--- src/hdl/rtp_pcmu_packetizer_top_assert.svh ---
// ----------------------------------------------------------------------------
// RTP PCMU packetizer assertion macros
// Concurrent assertion wrappers shared by the packetizer RTL.
// ----------------------------------------------------------------------------
`ifndef RTP_PCMU_PACKETIZER_TOP_ASSERT_SVH
`define RTP_PCMU_PACKETIZER_TOP_ASSERT_SVH

// same-cycle implication
`define RTP_ASSERT_NOW(label, clk, rst_n, ante, cons) \
    label: assert property (@(posedge clk) disable iff (!(rst_n)) (ante) |-> (cons)) \
        else $error("rtp packetizer assertion failed");

// next-cycle implication
`define RTP_ASSERT_NEXT(label, clk, rst_n, ante, cons) \
    label: assert property (@(posedge clk) disable iff (!(rst_n)) (ante) |=> (cons)) \
        else $error("rtp packetizer assertion failed");

`endif

--- src/hdl/rtp_pkg.sv ---
// ----------------------------------------------------------------------------
// RTP PCMU packetizer package
// Transaction types, header and mu-law constants, configuration indexes.
// ----------------------------------------------------------------------------
package rtp_pkg;

    localparam int SAMPLES_PER_PACKET = 160;
    localparam int HDR_BYTES          = 12;
    localparam int HDR_CNT_W          = $clog2(HDR_BYTES + 1);
    localparam int SIDX_W             = 8;

    localparam logic [SIDX_W-1:0] SIDX_LAST = SIDX_W'(SAMPLES_PER_PACKET - 1);
    localparam logic [31:0]       TS_STEP   = 32'(SAMPLES_PER_PACKET);

    localparam logic [7:0]  RTP_V2_BYTE  = 8'h80;
    localparam logic [14:0] ULAW_CLIP    = 15'd32635;
    localparam logic [14:0] ULAW_BIAS    = 15'h84;
    localparam logic [7:0]  ULAW_SILENCE = 8'hFF;

    localparam int CFG_IDX_W  = 2;
    localparam int CFG_DATA_W = 32;

    localparam logic [CFG_IDX_W-1:0] CFG_SSRC     = 2'd0;
    localparam logic [CFG_IDX_W-1:0] CFG_INIT_SEQ = 2'd1;
    localparam logic [CFG_IDX_W-1:0] CFG_INIT_TS  = 2'd2;
    localparam logic [CFG_IDX_W-1:0] CFG_PT       = 2'd3;

    localparam logic CMD_SAMPLE = 1'b0;
    localparam logic CMD_START  = 1'b1;

    typedef struct packed {
        logic               cmd;
        logic signed [15:0] pcm_sample;
        logic               silent;
    } t_in_item;

    typedef struct packed {
        logic [7:0] out_byte;
        logic       last;
    } t_out_item;

endpackage

--- src/hdl/rtp_ulaw_enc.sv ---
// ----------------------------------------------------------------------------
// RTP mu-law encoder
// G.711 mu-law byte from a 16-bit linear sample, or the silence byte.
// ----------------------------------------------------------------------------
module rtp_ulaw_enc
    import rtp_pkg::*;
(
    input  logic signed [15:0] i_sample,
    input  logic               i_silent,
    output logic [7:0]         o_byte
);

    logic        w_sign;
    logic [15:0] w_mag;
    logic [14:0] w_clamped;
    logic [14:0] w_biased;
    logic [2:0]  w_expo;
    logic [3:0]  w_mant;
    logic [3:0]  w_shift;

    assign w_sign    = i_sample[15];
    assign w_mag     = w_sign ? 16'(-i_sample) : i_sample;
    assign w_clamped = (w_mag > 16'(ULAW_CLIP)) ? ULAW_CLIP : w_mag[14:0];
    assign w_biased  = w_clamped + ULAW_BIAS;

    always_comb begin
        w_expo = '0;
        for (int k = 0; k < 8; k++) begin
            if (w_biased[k+7]) begin
                w_expo = 3'(k);
            end
        end
    end

    assign w_shift = {1'b0, w_expo} + 4'd3;
    assign w_mant  = 4'(w_biased >> w_shift);
    assign o_byte  = i_silent ? ULAW_SILENCE : ~{w_sign, w_expo, w_mant};

endmodule

--- src/hdl/rtp_pcmu_packetizer_top.sv ---
// ----------------------------------------------------------------------------
// RTP PCMU packetizer
// Each sample transaction yields one mu-law payload byte; the first sample of
// a packet is preceded by the 12-byte RTP header, so a 160-sample packet is
// 172 bytes. The header bytes come one per cycle while the output is not
// stalled, from a byte counter over the registered sample; the output
// register is the limit. A start transaction produces no bytes. The input
// side is taken while the previous result still waits in the output register.
// ----------------------------------------------------------------------------
`include "rtp_pcmu_packetizer_top_assert.svh"

module rtp_pcmu_packetizer_top
    import rtp_pkg::*;
(
    input  logic                  i_clk,
    input  logic                  i_rst_n,
    input  logic                  i_in_valid,
    output logic                  o_in_stall,
    input  t_in_item              i_in_item,
    output logic                  o_out_valid,
    input  logic                  i_out_stall,
    output t_out_item             o_out_item,
    input  logic                  i_cfg_valid,
    output logic                  o_cfg_ready,
    input  logic [CFG_IDX_W-1:0]  i_cfg_index,
    input  logic [CFG_DATA_W-1:0] i_cfg_data
);

    logic [31:0]          r_ssrc;
    logic [15:0]          r_init_seq;
    logic [31:0]          r_init_ts;
    logic [6:0]           r_pt;

    logic [15:0]          r_seq;
    logic [31:0]          r_ts;
    logic [SIDX_W-1:0]    r_sample_idx;
    logic                 r_marker;

    logic                 r_busy;
    t_in_item             r_item;
    logic [HDR_CNT_W-1:0] r_hdr_cnt;

    logic                 r_out_valid;
    t_out_item            r_out;
    t_out_item            n_out;

    logic                 w_out_free;
    logic                 w_is_cmd;
    logic                 w_hdr_phase;
    logic                 w_step;
    logic                 w_finish;
    logic                 w_emit;
    logic                 w_in_acc;
    logic                 w_pkt_end;
    logic [95:0]          w_hdr;
    logic [6:0]           w_hdr_bit;
    logic [7:0]           w_payload;

    rtp_ulaw_enc u_enc (
        .i_sample (r_item.pcm_sample),
        .i_silent (r_item.silent),
        .o_byte   (w_payload)
    );

    assign w_out_free  = !r_out_valid || !i_out_stall;
    assign w_is_cmd    = (r_item.cmd == CMD_START);
    assign w_hdr_phase = (r_sample_idx == '0) && (r_hdr_cnt != HDR_CNT_W'(HDR_BYTES));
    assign w_step      = r_busy && (w_is_cmd || w_out_free);
    assign w_finish    = w_step && (w_is_cmd || !w_hdr_phase);
    assign w_emit      = w_step && !w_is_cmd;
    assign w_pkt_end   = (r_sample_idx == SIDX_LAST);

    assign o_in_stall  = r_busy && !w_finish;
    assign w_in_acc    = i_in_valid && !o_in_stall;
    assign o_cfg_ready = 1'b1;

    assign w_hdr     = {RTP_V2_BYTE, r_marker, r_pt, r_seq, r_ts, r_ssrc};
    assign w_hdr_bit = 7'd95 - {r_hdr_cnt, 3'b000};

    always_comb begin
        if (w_hdr_phase) begin
            n_out.out_byte = w_hdr[w_hdr_bit -: 8];
            n_out.last     = 1'b0;
        end else begin
            n_out.out_byte = w_payload;
            n_out.last     = w_pkt_end;
        end
    end

    always_ff @(posedge i_clk) begin
        if (!i_rst_n) begin
            r_ssrc       <= '0;
            r_init_seq   <= '0;
            r_init_ts    <= '0;
            r_pt         <= '0;
            r_seq        <= '0;
            r_ts         <= '0;
            r_sample_idx <= '0;
            r_marker     <= 1'b1;
            r_busy       <= 1'b0;
            r_hdr_cnt    <= '0;
            r_out_valid  <= 1'b0;
        end else begin
            if (i_cfg_valid && o_cfg_ready) begin
                unique case (i_cfg_index)
                    CFG_SSRC:     r_ssrc     <= i_cfg_data;
                    CFG_INIT_SEQ: r_init_seq <= i_cfg_data[15:0];
                    CFG_INIT_TS:  r_init_ts  <= i_cfg_data;
                    CFG_PT:       r_pt       <= i_cfg_data[6:0];
                    default:      ;
                endcase
            end

            r_busy <= w_in_acc || (r_busy && !w_finish);
            if (w_in_acc) begin
                r_item <= i_in_item;
            end

            r_out_valid <= w_emit || (r_out_valid && i_out_stall);
            if (w_emit) begin
                r_out <= n_out;
            end

            if (w_step) begin
                if (w_is_cmd) begin
                    r_seq        <= r_init_seq;
                    r_ts         <= r_init_ts;
                    r_sample_idx <= '0;
                    r_marker     <= 1'b1;
                    r_hdr_cnt    <= '0;
                end else if (w_hdr_phase) begin
                    r_hdr_cnt <= r_hdr_cnt + 1'b1;
                end else begin
                    r_hdr_cnt <= '0;
                    if (r_sample_idx == '0) begin
                        r_marker <= 1'b0;
                    end
                    if (w_pkt_end) begin
                        r_sample_idx <= '0;
                        r_seq        <= r_seq + 16'd1;
                        r_ts         <= r_ts + TS_STEP;
                    end else begin
                        r_sample_idx <= r_sample_idx + 1'b1;
                    end
                end
            end
        end
    end

    assign o_out_valid = r_out_valid;
    assign o_out_item  = r_out;

    `RTP_ASSERT_NOW(a_hdr_cnt_range, i_clk, i_rst_n, 1'b1, r_hdr_cnt <= HDR_CNT_W'(HDR_BYTES))
    `RTP_ASSERT_NOW(a_stall_only_busy, i_clk, i_rst_n, o_in_stall, r_busy && !w_is_cmd)
    `RTP_ASSERT_NOW(a_hdr_only_at_start, i_clk, i_rst_n, w_emit && w_hdr_phase, r_sample_idx == '0)
    `RTP_ASSERT_NEXT(a_last_closes_pkt, i_clk, i_rst_n, w_emit && n_out.last, r_sample_idx == '0)

endmodule

--- config.mk ---
export PLATFORM = sky130hd
export DESIGN_NAME = rtp_pcmu_packetizer_top
export DESIGN_NICKNAME = d
export VERILOG_FILES = /design/src/hdl/rtp_pkg.sv /design/src/hdl/rtp_ulaw_enc.sv /design/src/hdl/rtp_pcmu_packetizer_top.sv
export VERILOG_INCLUDE_DIRS = /design/src /design/src/hdl
export SDC_FILE = /design/constraint.sdc
export NUM_CORES = 1
export LEC_CHECK = 0
export BUFFER_PORTS_ARGS = -buffer_cell sky130_fd_sc_hd__buf_4
export CAP_MARGIN = 0
export CORE_AREA = 2 2 160 162
export DETAILED_ROUTE_END_ITERATION = 12
export DIE_AREA = 0 0 162 164
export PLACE_DENSITY = 0.53
export SETUP_SLACK_MARGIN = 0.1
export SKIP_LAST_GASP = 1
export SLEW_MARGIN = 20
export SYNTH_ARGS = -nofsm -noshare
export SYNTH_HDL_FRONTEND = slang
export SYNTH_SLANG_ARGS = --single-unit
--- constraint.sdc ---
create_clock -name i_clk -period 6.5 [get_ports i_clk]
set_clock_uncertainty 0.05 [all_clocks]
set_input_delay 1.625 -clock i_clk [delete_from_list [all_inputs] [get_ports i_clk]]
set_output_delay 1.625 -clock i_clk [all_outputs]
set_load 0.01 [all_outputs]
==> run summary, run 1 <==
TritonCTS clock tree -> built
Sequential Power Share -> 0.472
Worst Path Required -> 6.72 ns
wire per inst -> 18.5 um
Synth Net Count -> 1,247
grt total ovfl -> 0
Chip Width -> 162 um
reg2reg start -> r_item[16]$_DFFE_PP_
port bufs -> 67
Cells after Synth -> 1,181
P_leak -> 3.83 nW
site row count -> 58
Setup WS pre-CTS -> 0.949 ns
YS warnings -> 0
final core utilization -> 0.442
hold path cells -> 2
dpl cells -> 1,514
final-layout fill cell count -> 2,546
Final Hold Vio Count -> 0
# setup viols final -> 0
maxcap violations -> 0
distinct cell type count after synthesis -> 83
ys flop type -> dfxtp_1
share of the yosys chip area belonging to registers -> 0.391
worst vdd ir -> 0.000134 V
hold slack -> 0.415 ns
total power -> 2.48 mW
Max Freq -> 177 MHz
Comb pwr share -> 0.110
Multi-input gate area -> 5520 um^2
# DRC -> 0
Slew @ Worst Pin -> 1.09 ns
DR vias/cell -> 5.41
ANT nets after route -> 0
fin worst setup slack -> 0.863 ns
CTS Buffer Depth -> 2
Root Buffer -> clkbuf_16
Max Slew Vio Count -> 0
DR iter-0 viols -> 594
Post-CTS Setup Inserts -> 0
io pins -> 69
commonest non-fill, non-tap cell in the layout -> nand2_1
clock power share -> 0.418
share of layout cells above drive strength 1 -> 0.125
clk_lat worst skew -> 0.45 ns
NetSw -> 0.714 mW
ANT cells -> 0
RSZ-0062 raised after global routing -> false
end of the worst hold path -> r_ssrc[2]$_SDFFE_PN0P_
GP Congestion -> 0.825
P_int -> 1.77 mW
worst min path class -> flop to flop
core area -> 24,800 um^2
routed wire length -> 28.5 mm
Max FO, Critical Path -> 19
r2r endpoint -> o_out_item[3]$_DFFE_PP_
critical path startpoint category -> flop
reg2reg path depth -> 17
number of clock sinks -> 177
Post-layout nets -> 1,269
switching power share of the total -> 0.288
Layout area overhead -> 12.5%
WS Path Type -> flop to flop
via count -> 8,364
die area -> 26,600 um^2
Initial Utilization -> 0.393
Placed Area -> 10,400 um^2
Worst slew margin -> 0.271
register area -> 3810 um^2
Worst-path clk slew -> 0.08 ns
Final Non-Filler Cells -> 1,546
design area -> 11,000 um^2
post-layout min period -> 5.64 ns
CP Data Arrival Time -> 5.86 ns
first-pass GRT wire length -> 44.9 mm
TritonRoute pass-1 iters -> 5
TritonCTS Buffers -> 17
slack of the worst reg-to-reg path -> 0.86 ns
Yosys reg bits -> 177
commonest non-fill, non-tap cells in the layout -> nand2_1, dfxtp_1, nor2_1
largest net degree at the start of global routing -> 79
Post-synth EDFFs -> 27
synthesized cell area -> 9750 um^2
worst hold start -> r_ssrc[2]$_SDFFE_PN0P_
total track usage -> 0.218
H-tree depth -> 4
crit path capture type -> flop
HPWL after DPL -> 19.8 mm
syn avg cell area -> 8.26 um^2
status -> completed
Tcrit/Tclk final -> 0.867
Async SR Flop Fraction -> 0
vias in the first global route -> 7,653
Setup TNS -> 0 ns
initial antenna violation count -> 0
die height -> 164 um
CTS resizes -> 0
Pwr Density -> 226 nW/um^2
cts hold-fix bufs -> 0
-- power by group through the flow --
stage	registers [mW]	logic [mW]	clock network, mW
floorplan	1.18	0.183	0
global placement	1.19	0.274	0
detailed placement	1.19	0.273	0
CTS	1.17	0.274	1.05
global route	1.17	0.301	1.10
finish	1.17	0.273	1.04
-- how the worst max path moves through the flow --
stage	from	end	cells after the start	slack, ns
2_1_floorplan	r_item[5]$_DFFE_PP_	o_out_item[3]$_DFFE_PP_	17	1.68
3_3_place_gp	r_item[16]$_DFFE_PP_	o_out_item[3]$_DFFE_PP_	17	1.03
3_5_place_dp	r_item[16]$_DFFE_PP_	o_out_item[3]$_DFFE_PP_	17	0.95
4_1_cts	r_item[16]$_DFFE_PP_	o_out_item[3]$_DFFE_PP_	17	0.90
5_1_grt	r_item[16]$_DFFE_PP_	o_out_item[3]$_DFFE_PP_	17	0.38
6_report	r_item[16]$_DFFE_PP_	o_out_item[3]$_DFFE_PP_	17	0.86
-- state kept, by name, indices dropped and copies added (netlist names), 7 cells and up --
register,cells
r_sample_idx,8
r_pt,7
r_ts,32
r_ssrc,32
r_init_ts,32
o_out_item,9
r_seq,16
r_init_seq,16
r_item,17
-- cells in the mapped netlist (all sizes together) (3+ instances only) --
cell type | n | area (um^2)
edfxtp | 27 | 811
a21oi | 75 | 387
o21a | 4 | 31.3
o21ai | 73 | 365
or3 | 16 | 100
buf | 11 | 106
xnor2 | 16 | 140
or2 | 6 | 37.5
o41ai | 5 | 62.6
nor2 | 98 | 368
and4 | 3 | 27.5
inv | 15 | 56.3
o221ai | 5 | 43.8
o22ai | 4 | 25.0
o211a | 4 | 40.0
o31ai | 4 | 43.8
nor2b | 16 | 100
mux4 | 16 | 363
xor2 | 32 | 288
nand2b | 7 | 43.8
nand4 | 11 | 68.8
and3 | 14 | 87.6
a31oi | 11 | 68.8
a32oi | 4 | 35.0
nor3 | 18 | 101
nor4 | 9 | 62.6
nand3 | 30 | 150
clkbuf | 62 | 253
dfxtp | 150 | 3000
a32o | 3 | 30.0
and2 | 15 | 93.8
nor3b | 4 | 35.0
a22oi | 6 | 50.1
nand2 | 249 | 935
a21boi | 90 | 687
mux2i | 21 | 210
o211ai | 8 | 65.1
ha | 9 | 113
-- cells by family (layout without fill, tap and decap cells) --
logic type	after synthesis	after routing	share of synthesized area
DFF	177	177	0.391
AOI/OAI and AO/OA	312	312	0.214
and+or+nand+nor	504	504	0.234
muxes	39	39	0.0611
buffers and inverters	91	126	0.0446
xor gates and xnor gates	48	48	0.0439
other	1	1	0.000384
adders and majority gates	9	9	0.0115
-- metal layers --
metal	GRT usage	vias up	share of wire
met5	0	-	0
met4	0.0491	0	0.0075
met3	0.0263	15	0.034
met2	0.349	159	0.46
met1	0.315	3987	0.50
li1	-	4203	-
-- final cells by class --
| cell class | count | area share |
|---|---|---|
| Sequential cell | 177 | 0.347 |
| Clock buffer | 18 | 0.0391 |
| Clock inverter | 14 | 0.0144 |
| Tap cell | 330 | 0.0376 |
| Inverter | 17 | 0.00581 |
| Timing Repair Buffer | 77 | 0.0527 |
| Multi-Input combinational cell | 913 | 0.503 |
-- worst max-delay path, stage by stage (launching register included) --
cell and delay [ns]:
edfxtp_1 0.60, clkinv_1 0.52, o41ai_1 0.61, a32o_1 0.29, a21boi_4 0.10, o31ai_1 0.27, buf_4 0.21, nand2b_1 0.12
ha_1 0.27, o21ai_0 0.21, o21ai_0 0.40, o21ai_0 0.20, a22oi_2 0.37, a21oi_2 0.10, o21a_2 0.23, mux2_1 0.32
a311o_1 0.37, a32oi_1 0.21
No activity file was read; power rests on OpenSTA's default activity.
==> run 2: changes to the inputs <==
RECOVER_POWER = 50   (was default)
==> run summary, run 2 (same netlist as run 1, synthesis figures left out) <==
status -> complete, but fails checks (was completed)
failing checks -> capacitance limit, slew limit
via count -> 8,393 (was 8,364)
final core utilization -> 0.441 (was 0.442)
wire per inst -> 18.4 um (was 18.5 um)
dpl cells -> 1,514 (unchanged)
Initial Utilization -> 0.393 (unchanged)
NetSw -> 0.716 mW (was 0.714 mW)
Worst slew margin -> -0.479 (was 0.271)
P_leak -> 3.79 nW (was 3.83 nW)
post-layout min period -> 5.62 ns (was 5.64 ns)
ANT nets after route -> 0 (unchanged)
CTS resizes -> 0 (unchanged)
TritonRoute pass-1 iters -> 5 (unchanged)
Post-CTS Setup Inserts -> 0 (unchanged)
Max FO, Critical Path -> 19 (unchanged)
total track usage -> 0.218 (unchanged)
io pins -> 69 (unchanged)
critical path startpoint category -> flop (unchanged)
Largest regs -> r_init_ts x32, r_ssrc x32, r_ts x32 (unchanged)
Max Slew Vio Count -> 89 (was 0)
commonest non-fill, non-tap cell in the layout -> nand2_1 (unchanged)
vias in the first global route -> 7,653 (unchanged)
die area -> 26,600 um^2 (unchanged)
cts hold-fix bufs -> 0 (unchanged)
largest net degree at the start of global routing -> 79 (unchanged)
commonest non-fill, non-tap cells in the layout -> nand2_1, dfxtp_1, nor2_1 (unchanged)
Pwr Density -> 227 nW/um^2 (was 226 nW/um^2)
Setup WS pre-CTS -> 0.949 ns (unchanged)
ANT cells -> 0 (unchanged)
maxcap violations -> 2 (was 0)
H-tree depth -> 4 (unchanged)
Max Freq -> 178 MHz (was 177 MHz)
grt total ovfl -> 0 (unchanged)
HPWL after DPL -> 19.8 mm (unchanged)
Final Hold Vio Count -> 0 (unchanged)
Root Buffer -> clkbuf_16 (unchanged)
# DRC -> 0 (unchanged)
TritonCTS Buffers -> 17 (unchanged)
Comb pwr share -> 0.109 (was 0.110)
initial antenna violation count -> 0 (unchanged)
CTS Buffer Depth -> 2 (unchanged)
Layout area overhead -> 12.1% (was 12.5%)
Worst-path clk slew -> 0.07 ns (was 0.08 ns)
first-pass GRT wire length -> 44.9 mm (unchanged)
TritonCTS clock tree -> built (unchanged)
fin worst setup slack -> 0.884 ns (was 0.863 ns)
worst vdd ir -> 0.000134 V (about the same)
die height -> 164 um (unchanged)
share of layout cells above drive strength 1 -> 0.114 (was 0.125)
number of clock sinks -> 177 (unchanged)
RSZ-0062 raised after global routing -> false (unchanged)
WS Path Type -> flop to flop (unchanged)
GP Congestion -> 0.825 (unchanged)
core area -> 24,800 um^2 (unchanged)
CP Data Arrival Time -> 5.84 ns (was 5.86 ns)
switching power share of the total -> 0.289 (was 0.288)
clk_lat worst skew -> 0.45 ns (about the same)
clock power share -> 0.419 (was 0.418)
Post-layout nets -> 1,269 (unchanged)
port bufs -> 67 (unchanged)
Final Non-Filler Cells -> 1,546 (unchanged)
Setup TNS -> 0 ns (unchanged)
Slew @ Worst Pin -> 2.22 ns (was 1.09 ns)
site row count -> 58 (unchanged)
DR iter-0 viols -> 634 (was 594)
crit path capture type -> flop (unchanged)
Worst Path Required -> 6.72 ns (about the same)
final-layout fill cell count -> 2,552 (was 2,546)
# setup viols final -> 0 (unchanged)
DR vias/cell -> 5.43 (was 5.41)
Sequential Power Share -> 0.471 (was 0.472)
Chip Width -> 162 um (unchanged)
routed wire length -> 28.5 mm (about the same)
Tcrit/Tclk final -> 0.864 (was 0.867)
worst min path class -> flop to flop (unchanged)
P_int -> 1.76 mW (was 1.77 mW)
[run 2: cell types whose count changed in the layout (fill, tap and decap cells not counted)]
cell      before  now
or2_2          5    4
buf_4         77   49
clkbuf_1       1   12
clkbuf_4       0   17
and2_0         1    2
or2_0          1    2
or3b_2         1    0
and2_1        14   13
or3b_1         0    1
[run 2: final timing paths]
| kind | from | end | slack (ns) | depth (start not counted) |
|---|---|---|---|---|
| setup / recovery | r_item[16]$_DFFE_PP_ | o_out_item[3]$_DFFE_PP_ | 0.88 | 17 |
| hold / removal | r_ts[0]$_SDFFE_PN0P_ | r_ts[0]$_SDFFE_PN0P_ | 0.42 | 2 |
| setup reg to reg | r_item[16]$_DFFE_PP_ | o_out_item[3]$_DFFE_PP_ | 0.88 | 17 |
| hold reg to reg | r_ts[0]$_SDFFE_PN0P_ | r_ts[0]$_SDFFE_PN0P_ | 0.42 | 2 |
[run 2: per-layer routing]
metal	part of all wire	vias up	GRT usage	wire length [um]
li1	-	4202	-	-
met4	0.0089	0	0.0491	254
met1	0.50	4001	0.315	14100
met5	0	-	0	0
met3	0.038	20	0.0263	1090
met2	0.46	170	0.349	13000
[run 2: layout make-up]
class / count / area, um^2 / area share
Multi-Input combinational cell: 913 / 5520 / 0.505
Sequential cell: 177 / 3810 / 0.349
Timing Repair Buffer: 77 / 537 / 0.0491
Clock buffer: 18 / 429 / 0.0392
Tap cell: 330 / 413 / 0.0378
Clock inverter: 14 / 158 / 0.0144
Inverter: 17 / 63.8 / 0.00584
[run 2: power groups by stage]
stage,Sequential (mW),Clock (mW),Combinational [mW]
floorplan,1.18,0,0.183
global placement,1.19,0,0.274
detailed placement,1.19,0,0.273
CTS,1.17,1.05,0.274
global route,1.17,1.10,0.300
finish,1.17,1.04,0.271
[run 2: worst max-delay path, cell delays in order (launching register included)]
cell,delay [ns]
edfxtp_1,0.60
clkinv_1,0.52
o41ai_1,0.61
a32o_1,0.29
a21boi_4,0.11
o31ai_1,0.27
buf_4,0.21
nand2b_1,0.12
ha_1,0.27
o21ai_0,0.21
o21ai_0,0.40
o21ai_0,0.20
a22oi_2,0.38
a21oi_2,0.10
o21a_2,0.23
mux2_1,0.32
a311o_1,0.37
a32oi_1,0.21
[run 2: through the flow]
step	area, um^2	hold WS (ns)	total power [mW]
2_1_floorplan	9750	0.390	1.37
3_3_place_gp	10400	0.399	1.47
3_5_place_dp	10400	0.404	1.47
4_1_cts	11000	0.415	2.50
5_1_grt	10900	0.437	2.57
6_report	10900	0.415	2.48
==> run 3: changes to the inputs <==
RECOVER_POWER = 25   (was 50)
==> run summary, run 3 (same netlist as run 1, synthesis figures left out) <==
die height -> 164 um (unchanged)
TritonCTS clock tree -> built (unchanged)
Chip Width -> 162 um (unchanged)
reg2reg start -> r_item[16]$_DFFE_PP_ (unchanged)
via count -> 8,383 (was 8,393)
total track usage -> 0.218 (unchanged)
P_leak -> 3.82 nW (was 3.79 nW)
die area -> 26,600 um^2 (unchanged)
Sequential Power Share -> 0.472 (was 0.471)
Max Slew Vio Count -> 33 (was 89)
initial antenna violation count -> 0 (unchanged)
TritonCTS Buffers -> 17 (unchanged)
H-tree depth -> 4 (unchanged)
DR iter-0 viols -> 644 (was 634)
dpl cells -> 1,514 (unchanged)
clk_lat worst skew -> 0.45 ns (about the same)
CP startpoint -> r_item[16]$_DFFE_PP_ (unchanged)
core area -> 24,800 um^2 (unchanged)
share of layout cells above drive strength 1 -> 0.122 (was 0.114)
P_int -> 1.76 mW (about the same)
final-layout fill cell count -> 2,550 (was 2,552)
routed wire length -> 28.5 mm (about the same)
first-pass GRT wire length -> 44.9 mm (unchanged)
wire per inst -> 18.5 um (was 18.4 um)
maxcap violations -> 1 (was 2)
# DRC -> 0 (unchanged)
Max Freq -> 178 MHz (about the same)
failing checks -> capacitance limit, slew limit (unchanged)
DR vias/cell -> 5.42 (was 5.43)
largest net degree at the start of global routing -> 79 (unchanged)
HPWL after DPL -> 19.8 mm (unchanged)
ANT nets after route -> 0 (unchanged)
worst hold start -> r_ssrc[2]$_SDFFE_PN0P_ (was r_ts[0]$_SDFFE_PN0P_)
GP Congestion -> 0.825 (unchanged)
Pwr Density -> 226 nW/um^2 (was 227 nW/um^2)
CTS resizes -> 0 (unchanged)
Slew @ Worst Pin -> 2.22 ns (about the same)
ANT cells -> 0 (unchanged)
status -> complete, but fails checks (unchanged)
# setup viols final -> 0 (unchanged)
reg2reg path depth -> 17 (unchanged)
Post-CTS Setup Inserts -> 0 (unchanged)
Worst-path clk slew -> 0.08 ns (was 0.07 ns)
switching power share of the total -> 0.288 (was 0.289)
crit path capture type -> flop (unchanged)
site row count -> 58 (unchanged)
Final Non-Filler Cells -> 1,546 (unchanged)
vias in the first global route -> 7,653 (unchanged)
Worst slew margin -> -0.481 (was -0.479)
WS Path Type -> flop to flop (unchanged)
post-layout min period -> 5.62 ns (about the same)
clock power share -> 0.419 (about the same)
CTS Buffer Depth -> 2 (unchanged)
port bufs -> 67 (unchanged)
Comb pwr share -> 0.109 (about the same)
hold path cells -> 2 (unchanged)
Tcrit/Tclk final -> 0.864 (about the same)
Max FO, Critical Path -> 19 (unchanged)
Root Buffer -> clkbuf_16 (unchanged)
Worst Path Required -> 6.72 ns (about the same)
cts hold-fix bufs -> 0 (unchanged)
RSZ-0062 raised after global routing -> false (unchanged)
grt total ovfl -> 0 (unchanged)
Setup TNS -> 0 ns (unchanged)
NetSw -> 0.715 mW (was 0.716 mW)
Post-layout nets -> 1,269 (unchanged)
commonest non-fill, non-tap cell in the layout -> nand2_1 (unchanged)
io pins -> 69 (unchanged)
TritonRoute pass-1 iters -> 5 (unchanged)
commonest non-fill, non-tap cells in the layout -> nand2_1, dfxtp_1, nor2_1 (unchanged)
worst min path class -> flop to flop (unchanged)
worst vdd ir -> 0.000134 V (about the same)
critical path startpoint category -> flop (unchanged)
Initial Utilization -> 0.393 (unchanged)
number of clock sinks -> 177 (unchanged)
Largest regs -> r_init_ts x32, r_ssrc x32, r_ts x32 (unchanged)
Layout area overhead -> 12.4% (was 12.1%)
Final Hold Vio Count -> 0 (unchanged)
CP Data Arrival Time -> 5.84 ns (about the same)
[run 3: changes by cell type in the layout (fill, tap and decap cells not counted), sizes merged]
cell / before / now
buf: 49 / 58
clkbuf: 46 / 37
[run 3: worst paths after layout]
check                             to  slack, ns
min           r_ssrc[2]$_SDFFE_PN0P_       0.41
max          o_out_item[3]$_DFFE_PP_       0.88
min reg2reg   r_ssrc[2]$_SDFFE_PN0P_       0.41
max reg2reg  o_out_item[3]$_DFFE_PP_       0.88
[run 3: final cells by class]
class	instances	area (um^2)	share of cell area
multi-input cells	913	5520	0.503
repair buffers	77	571	0.0520
flip-flops and latches	177	3810	0.348
clock buffers	18	429	0.0391
well taps	330	413	0.0376
inverters	17	63.8	0.00582
clock inverters	14	158	0.0144
[run 3: power groups by stage]
stage,combinational [mW],sequential (mW),clock [mW]
after floorplan,0.183,1.18,0
after global placement,0.274,1.19,0
after detailed placement,0.273,1.19,0
after CTS,0.274,1.17,1.05
after global routing,0.300,1.17,1.10
final,0.271,1.17,1.04
[run 3: stage by stage]
step	setup slack [ns]	cell area (um^2)	power (mW)	hold WS, ns	util
CTS	0.904	11000	2.50	0.415	0.442
detailed placement	0.949	10400	1.47	0.404	0.419
finish	0.884	11000	2.48	0.415	0.442
floorplan	1.68	9750	1.37	0.390	-
global route	0.379	11000	2.57	0.437	0.442
global placement	1.03	10400	1.47	0.399	0.418
[run 3: routing by layer]
metal,vias to the layer above,part of all wire,GRT usage
li1,4202,-,-
met1,3981,0.49,0.315
met2,181,0.46,0.349
met3,19,0.038,0.0263
met4,0,0.0089,0.0491
met5,-,0,0
[run 3: worst max-delay path, cell delays in order, from the launching register on]
cell	delay, ns
edfxtp_1	0.60
clkinv_1	0.52
o41ai_1	0.61
a32o_1	0.29
a21boi_4	0.11
o31ai_1	0.27
buf_4	0.21
nand2b_1	0.12
ha_1	0.27
o21ai_0	0.21
o21ai_0	0.40
o21ai_0	0.20
a22oi_2	0.38
a21oi_2	0.10
o21a_2	0.23
mux2_1	0.32
a311o_1	0.37
a32oi_1	0.21
